===== config.mk =====
export PLATFORM = sky130hd
export DESIGN_NAME = log_query_subsequence_matcher_unit
export DESIGN_NICKNAME = d
export VERILOG_FILES = /design/src/hw/rtl/lqsm_pkg.sv /design/src/hw/rtl/lqsm_front.sv /design/src/hw/rtl/lqsm_queue.sv /design/src/hw/rtl/lqsm_back.sv /design/src/hw/rtl/log_query_subsequence_matcher_unit.sv
export SDC_FILE = /design/constraint.sdc
export NUM_CORES = 2
export LEC_CHECK = 0
export ABC_CLOCK_PERIOD_IN_PS = 7900
export BUFFER_PORTS_ARGS = -buffer_cell sky130_fd_sc_hd__buf_2
export CAP_MARGIN = 0
export CELL_PAD_IN_SITES_DETAIL_PLACEMENT = 1
export CELL_PAD_IN_SITES_GLOBAL_PLACEMENT = 1
export CORE_UTILIZATION = 55
export CTS_CLUSTER_DIAMETER = 150
export CTS_CLUSTER_SIZE = 8
export DETAILED_ROUTE_END_ITERATION = 6
export PLACE_DENSITY_LB_ADDON = 0.1
export REMOVE_ABC_BUFFERS = 1
export SLEW_MARGIN = 20
export SYNTH_ARGS = -nofsm -noshare
export SYNTH_HDL_FRONTEND = slang
export SYNTH_HIERARCHICAL = 1
export SYNTH_SLANG_ARGS = --single-unit
export TNS_END_PERCENT = 5

===== constraint.sdc =====
create_clock -name clk -period 7.9 [get_ports clk]
set_clock_uncertainty 0.2 [all_clocks]
set_input_delay 0.395 -clock clk [delete_from_list [all_inputs] [get_ports clk]]
set_output_delay 0.395 -clock clk [all_outputs]
set_load 0.01 [all_outputs]

===== src/hw/rtl/lqsm_pkg.sv =====
// Package for the log query subsequence matcher.
// Holds the transaction types, action codes and the internal operation type.
// No dependencies.
package lqsm_pkg;

  localparam int ValueWidth = 64;

  localparam logic [2:0] ACT_CLEAR     = 3'd0;
  localparam logic [2:0] ACT_ADD_CAND  = 3'd1;
  localparam logic [2:0] ACT_ADD_LTYPE = 3'd2;
  localparam logic [2:0] ACT_BEGIN     = 3'd3;
  localparam logic [2:0] ACT_VAR       = 3'd4;
  localparam logic [2:0] ACT_END       = 3'd5;

  typedef struct packed {
    logic [2:0]                   action;
    logic signed [ValueWidth-1:0] value;
    logic                         starts_new_var;
  } item_t;

  typedef struct packed {
    logic matched;
    logic logtype_ok;
    logic vars_ok;
    logic query_overflow;
  } result_t;

  typedef enum logic [2:0] {
    OP_NONE,
    OP_CLEAR,
    OP_ADD_CAND,
    OP_ADD_LTYPE,
    OP_BEGIN,
    OP_VAR,
    OP_END
  } op_t;

  typedef struct packed {
    op_t                          op;
    logic signed [ValueWidth-1:0] value;
    logic                         starts_new_var;
  } queue_entry_t;

endpackage


===== src/hw/rtl/lqsm_front.sv =====
// Front end of the matcher: accepts transactions and classifies each action.
// Depends on lqsm_pkg; feeds lqsm_queue.
module lqsm_front
  import lqsm_pkg::*;
(
  input  logic         start,
  output logic         busy,
  input  item_t        item,
  input  logic         queue_full,
  output logic         push,
  output queue_entry_t entry
);

  op_t op;

  always_comb begin
    case (item.action)
      ACT_CLEAR:     op = OP_CLEAR;
      ACT_ADD_CAND:  op = OP_ADD_CAND;
      ACT_ADD_LTYPE: op = OP_ADD_LTYPE;
      ACT_BEGIN:     op = OP_BEGIN;
      ACT_VAR:       op = OP_VAR;
      ACT_END:       op = OP_END;
      default:       op = OP_NONE;
    endcase
  end

  assign busy                 = queue_full;
  assign push                 = start && !queue_full && (op != OP_NONE);
  assign entry.op             = op;
  assign entry.value          = item.value;
  assign entry.starts_new_var = item.starts_new_var;

endmodule


===== src/hw/rtl/lqsm_queue.sv =====
// Two-entry queue between the front end and the execution unit.
// Depends on lqsm_pkg for the entry type.
module lqsm_queue
  import lqsm_pkg::*;
(
  input  logic         clk,
  input  logic         rst,
  input  logic         push,
  input  queue_entry_t push_entry,
  input  logic         pop,
  output logic         full,
  output logic         not_empty,
  output queue_entry_t head
);

  queue_entry_t entries [2];
  logic         wr_ptr;
  logic         rd_ptr;
  logic [1:0]   count;

  assign full      = (count == 2'd2);
  assign not_empty = (count != 2'd0);
  assign head      = entries[rd_ptr];

  always_ff @(posedge clk) begin
    if (push) begin
      entries[wr_ptr] <= push_entry;
    end
  end

  always_ff @(posedge clk) begin
    if (rst) begin
      wr_ptr <= 1'b0;
      rd_ptr <= 1'b0;
      count  <= 2'd0;
    end else begin
      if (push) begin
        wr_ptr <= !wr_ptr;
      end
      if (pop) begin
        rd_ptr <= !rd_ptr;
      end
      if (push && !pop) begin
        count <= count + 2'd1;
      end else if (pop && !push) begin
        count <= count - 2'd1;
      end
    end
  end

endmodule


===== src/hw/rtl/lqsm_back.sv =====
// Execution unit of the matcher: query tables, match state and result register.
// Depends on lqsm_pkg; takes operations from lqsm_queue.
module lqsm_back
  import lqsm_pkg::*;
#(
  parameter int QUERY_VARS_MAX = 8,
  parameter int CANDIDATES_MAX = 32,
  parameter int LOGTYPES_MAX   = 16
) (
  input  logic         clk,
  input  logic         rst,
  input  logic         op_valid,
  input  queue_entry_t q,
  output logic         done,
  output result_t      result
);

  localparam int CW  = $clog2(CANDIDATES_MAX + 1);
  localparam int CIW = (CANDIDATES_MAX > 1) ? $clog2(CANDIDATES_MAX) : 1;
  localparam int QCW = $clog2(QUERY_VARS_MAX + 1);
  localparam int SW  = (QUERY_VARS_MAX > 1) ? $clog2(QUERY_VARS_MAX) : 1;
  localparam int LCW = $clog2(LOGTYPES_MAX + 1);
  localparam int LIW = (LOGTYPES_MAX > 1) ? $clog2(LOGTYPES_MAX) : 1;

  logic signed [ValueWidth-1:0] cand_values [CANDIDATES_MAX];
  logic [SW-1:0]                cand_slots  [CANDIDATES_MAX];
  logic signed [ValueWidth-1:0] logtypes    [LOGTYPES_MAX];

  logic [CW-1:0]  cand_count;
  logic [QCW-1:0] query_var_count;
  logic [LCW-1:0] logtype_count;
  logic           logtype_hit;
  logic [QCW-1:0] match_position;
  logic           overflow;
  logic           cur_dropped;

  logic           opens_var;
  logic           var_full;
  logic           cand_room;
  logic           cand_write;
  logic [SW-1:0]  cand_slot;
  logic [QCW-1:0] qvc_minus1;
  logic           ltype_write;
  logic           cand_hit;
  logic           ltype_hit;
  logic           vars_ok;

  assign opens_var  = q.starts_new_var || (query_var_count == '0);
  assign var_full   = (query_var_count >= QCW'(QUERY_VARS_MAX));
  assign cand_room  = (cand_count < CW'(CANDIDATES_MAX));
  assign qvc_minus1 = query_var_count - QCW'(1);
  assign cand_slot  = opens_var ? query_var_count[SW-1:0] : qvc_minus1[SW-1:0];
  assign cand_write = op_valid && (q.op == OP_ADD_CAND) && cand_room &&
                      (opens_var ? !var_full : !cur_dropped);
  assign ltype_write = op_valid && (q.op == OP_ADD_LTYPE) &&
                       (logtype_count < LCW'(LOGTYPES_MAX));
  assign vars_ok    = (match_position >= query_var_count);

  always_comb begin
    cand_hit = 1'b0;
    for (int i = 0; i < CANDIDATES_MAX; i++) begin
      if ((CW'(i) < cand_count) && (cand_slots[i] == match_position[SW-1:0]) &&
          (cand_values[i] == q.value)) begin
        cand_hit = 1'b1;
      end
    end
  end

  always_comb begin
    ltype_hit = 1'b0;
    for (int i = 0; i < LOGTYPES_MAX; i++) begin
      if ((LCW'(i) < logtype_count) && (logtypes[i] == q.value)) begin
        ltype_hit = 1'b1;
      end
    end
  end

  always_ff @(posedge clk) begin
    if (cand_write) begin
      cand_values[cand_count[CIW-1:0]] <= q.value;
      cand_slots[cand_count[CIW-1:0]]  <= cand_slot;
    end
    if (ltype_write) begin
      logtypes[logtype_count[LIW-1:0]] <= q.value;
    end
  end

  always_ff @(posedge clk) begin
    result.matched        <= logtype_hit && vars_ok;
    result.logtype_ok     <= logtype_hit;
    result.vars_ok        <= vars_ok;
    result.query_overflow <= overflow;
  end

  always_ff @(posedge clk) begin
    if (rst) begin
      cand_count      <= '0;
      query_var_count <= '0;
      logtype_count   <= '0;
      logtype_hit     <= 1'b0;
      match_position  <= '0;
      overflow        <= 1'b0;
      cur_dropped     <= 1'b0;
      done            <= 1'b0;
    end else begin
      done <= op_valid && (q.op == OP_END);
      if (op_valid) begin
        case (q.op)
          OP_CLEAR: begin
            cand_count      <= '0;
            query_var_count <= '0;
            logtype_count   <= '0;
            logtype_hit     <= 1'b0;
            match_position  <= '0;
            overflow        <= 1'b0;
            cur_dropped     <= 1'b0;
          end
          OP_ADD_CAND: begin
            if (opens_var) begin
              if (var_full) begin
                overflow    <= 1'b1;
                cur_dropped <= 1'b1;
              end else begin
                query_var_count <= query_var_count + QCW'(1);
                cur_dropped     <= 1'b0;
                if (!cand_room) begin
                  overflow <= 1'b1;
                end
              end
            end else if (cur_dropped || !cand_room) begin
              overflow <= 1'b1;
            end
            if (cand_write) begin
              cand_count <= cand_count + CW'(1);
            end
          end
          OP_ADD_LTYPE: begin
            if (ltype_write) begin
              logtype_count <= logtype_count + LCW'(1);
            end else begin
              overflow <= 1'b1;
            end
          end
          OP_BEGIN: begin
            logtype_hit    <= ltype_hit;
            match_position <= '0;
          end
          OP_VAR: begin
            if ((match_position < query_var_count) && cand_hit) begin
              match_position <= match_position + QCW'(1);
            end
          end
          default: begin
          end
        endcase
      end
    end
  end

endmodule


===== src/hw/rtl/log_query_subsequence_matcher_unit.sv =====
// Top level of the log query subsequence matcher.
// Depends on lqsm_pkg, lqsm_front, lqsm_queue and lqsm_back.
//
// A transaction is taken on a rising edge where start is high and busy is low;
// one may be taken every cycle. An end-of-message transaction produces its
// result through the queue and the result register, on result with done
// high for one cycle, and the receiver cannot hold it off. Every other action
// produces no result. The execution unit sets the cost of each step; it
// compares the incoming value against the whole candidate or logtype table.
module log_query_subsequence_matcher_unit
  import lqsm_pkg::*;
#(
  parameter int QUERY_VARS_MAX = 8,
  parameter int CANDIDATES_MAX = 32,
  parameter int LOGTYPES_MAX   = 16
) (
  input  logic    clk,
  input  logic    rst,
  input  logic    start,
  output logic    busy,
  input  item_t   item,
  output logic    done,
  output result_t result
);

  logic         push;
  queue_entry_t push_entry;
  logic         queue_full;
  logic         queue_not_empty;
  queue_entry_t head;

  lqsm_front u_front (
    .start      (start),
    .busy       (busy),
    .item       (item),
    .queue_full (queue_full),
    .push       (push),
    .entry      (push_entry)
  );

  lqsm_queue u_queue (
    .clk        (clk),
    .rst        (rst),
    .push       (push),
    .push_entry (push_entry),
    .pop        (queue_not_empty),
    .full       (queue_full),
    .not_empty  (queue_not_empty),
    .head       (head)
  );

  lqsm_back #(
    .QUERY_VARS_MAX (QUERY_VARS_MAX),
    .CANDIDATES_MAX (CANDIDATES_MAX),
    .LOGTYPES_MAX   (LOGTYPES_MAX)
  ) u_back (
    .clk      (clk),
    .rst      (rst),
    .op_valid (queue_not_empty),
    .q        (head),
    .done     (done),
    .result   (result)
  );

endmodule

==> reports/summary.txt <==
TritonCTS clock tree: yes
fin worst setup slack: 1.37 ns
crit path DAT: 7.26 ns
post-CTS setup buffers: 0
fin crit period: 6.53 ns
GRT Total Usage: 0.377
Syn Area/Cell: 16.4 µm²
CTS Buffer Depth: 4
initial core utilization: 0.554
CP Launch Type: flop
worst hold path type: input pin to flop
worst-margin pin slew: 1.28 ns
Chip Height: 506 µm
dpl hpwl: 282 mm
Max Freq: 153 MHz
fin crit share: 0.827
Final Power: 52,100 µW
Slew Viols, Final: 0
Core Footprint: 252,000 µm²
Overflow after GRT: 0
Post-Syn Instances: 8,503
vias in the first global route: 84,600
Post-DRT Antenna Nets: 0
Setup CP Type: flop to flop
Seq cells post-synth: 3,336
status: completed
Pre-antenna DRT Iters: 6
post-synth cell types: 66
Die X: 506 µm
Boundary Pins: 77
Post-Syn Area: 140,000 µm²
final routed DRC violation total: 0
CP required: 8.62 ns
max-cap viol count: 0
Routed Wire Length: 484 mm
VDD IR max: 0.383 mV
number of hold buffers added after cts: 136
Port Buffers: 76
DR WL/cell: 38.6 µm
CTS root buf: clkbuf_16
die area: 256,000 µm²
placer congestion estimate: 0.884
critical path endpoint category: flop
maximum fanout count along the critical path: 46
Area Overhead vs Synth: 14.4%
Post-synth EDFFs: 3,304
synth warn: 6
leakage power: 0.0502 µW
Seq/Total Area, Yosys: 0.715
TritonCTS Sinks: 3,336
initial antenna violation count: 37
Most common cell on crit path: buf_4
setup_tns: 0 ns
worst rel slew slack: 0.133
vias per std cell: 6.59
Min Hold Slack: 0.130 ns
Synth area leaders: edfxtp_1 71%, xnor2_1 13%, xor2_1 6.2%, nand4_1 2.6%, nor4_1 1.7%
largest net degree at the start of global routing: 68
share of the synthesized area in the top cell type: 0.710
hold violation count in the final report: 0
DRT iter0 DRCs: 12,400
post-place setup slack: 1.55 ns
Num CTS Buffers: 467
CP max stage delay: 1.01 ns
top_reg_cell synth: edfxtp_1
first-pass GRT wire length: 670 mm
crit path cell chain: buf_4 > mux2_8 > buf_4 > xnor2_1 > nand4_1 > nor4_1 > buf_4 > nand4_1 > o32ai_1 > nor4_1 > nand3_1 > o21ai_2 > o41a_1 > a21oi_1
dominant cell type by area after synthesis: edfxtp_1
Worst-path clk slew: 0.06 ns
fraction of final layout cells sized beyond drive strength 1: 0.116
Post-CTS Resized: 0
async set-reset flop share out of synthesis: 0
RSZ-0062 raised after global routing: false
Cell Pwr Density: 326 nW/µm²
FP Rows: 184
# setup viols final: 0
htree depth: 5
Final nets: 9,163
later-pin clock latency in the skew report: 1.04 ns
Worst path slowest cell: o32ai_1
Via Count: 82,700
==> placed cells by master (no fill, tap or decap), types with 6 or more instances in the layout <==
master and instances:
nor4_1 375, o221ai_1 9, inv_2 6, xnor2_1 2037, ha_1 16, a221oi_1 26, a22o_1 15, diode_2 16
clkbuf_1 89, nand4_1 581, nand2_1 40, clkbuf_16 470, nand2b_1 23, nor4_2 7, xor2_1 984, inv_1 94
a222oi_1 6, nor2_4 44, mux2_8 64, buf_4 317, a21oi_1 30, buf_12 32, nand3_1 52, edfxtp_1 3304
a22oi_1 9, nor2_1 54, nor3_1 26, o21ai_0 13, buf_2 78, dlygate4sd3_1 136, nor2b_1 13, o32ai_1 7
dfxtp_1 28, o22ai_1 57, o2bb2ai_1 17
==> cell families after synthesis <==
| group | count (synthesis) | synth area share |
|---|---|---|
| simple gates | 1254 | 0.0533 |
| flops | 3336 | 0.715 |
| mux | 70 | 0.00620 |
| compound gates | 244 | 0.0130 |
| xor+xnor | 3022 | 0.190 |
| fa+ha+maj | 16 | 0.00143 |
| buf+inv | 561 | 0.0215 |
==> metal layers <==
| layer | vias up | part of all wire | GRT usage |
|---|---|---|---|
| li1 | 32300 | - | - |
| met1 | 43900 | 0.38 | 0.520 |
| met2 | 5462 | 0.46 | 0.591 |
| met3 | 1041 | 0.10 | 0.0671 |
| met4 | 4 | 0.048 | 0.167 |
| met5 | - | 0.000035 | 0 |
==> worst paths after layout <==
check                                              start                  endpoint  slack (ns)  cells after the start
worst min register to register  u_back/match_position[3]  u_back/match_position[3]        0.32                      2
worst max register to register                      flop  u_back/match_position[3]        1.37                     14
worst max-delay path                                flop  u_back/match_position[3]        1.37                     14
worst min-delay path                            item[65]    u_queue/entries[1][66]        0.13                      3
==> sequential cells by signal (all words and copies together), names as in the netlist, named ones only <==
signal	flops
u_back/cand_count	6
u_back/cand_slots	96
u_back/cand_values	2048
u_back/cur_dropped	1
u_back/done	1
u_back/logtype_count	5
u_back/logtype_hit	1
u_back/logtypes	1024
u_back/match_position	4
u_back/overflow	1
u_back/query_var_count	4
u_back/result	4
u_queue/count	2
u_queue/entries	136
u_queue/rd_ptr	1
u_queue/wr_ptr	1
==> where the power goes <==
group | switching, µW | internal (µW) | total [µW]
clock | 7230 | 10500 | 17800
combinational | 9490 | 3690 | 13200
sequential | 156 | 21000 | 21100
==> worst max-delay path, delay by kind of cell (launching register included) <==
family / cells / cell delay, ns
AND/OR/NAND/NOR: 5 / 1.35
XOR/XNOR: 1 / 0.20
AO/OA/AOI/OAI: 4 / 1.70
flip-flops: 1 / 0.92
buffers and inverters: 3 / 1.15
multiplexers: 1 / 0.66
==> metrics by stage <==
step	util	area, µm²	instances
2_1_floorplan	-	137000	8042
3_3_place_gp	0.579	146000	11800
3_5_place_dp	0.579	146000	11800
4_1_cts	0.634	160000	12500
5_1_grt	0.634	160000	12500
6_report	0.634	160000	12500
==> synthesized netlist by cell type, drive strengths merged (7+ instances only) <==
| cell | instances |
|---|---|
| nor4 | 382 |
| a21oi | 32 |
| a2111oi | 8 |
| a22o | 15 |
| edfxtp | 3304 |
| dfxtp | 32 |
| a22oi | 9 |
| mux2 | 69 |
| nand2b | 23 |
| o2bb2ai | 17 |
| nand3 | 53 |
| o22ai | 58 |
| inv | 100 |
| buf | 419 |
| o21ai | 15 |
| nor3 | 30 |
| xor2 | 984 |
| a221oi | 26 |
| o32ai | 7 |
| clkbuf | 42 |
| o221ai | 9 |
| nor2 | 100 |
| nand4 | 581 |
| xnor2 | 2038 |
| nor2b | 15 |
| ha | 16 |
| nand2 | 40 |
==> final cells by class <==
cell class                 count  area, µm²
tap                         3348       4190
multi-input combinational   4606      38100
inverter                     100        375
clock inverter                14        270
antenna                       16       40.0
sequential                  3336      99900
clock buffer                 559      12100
fill                       21700      92100
timing repair buffer         565       4830
Power figures use the tool's default switching activity.
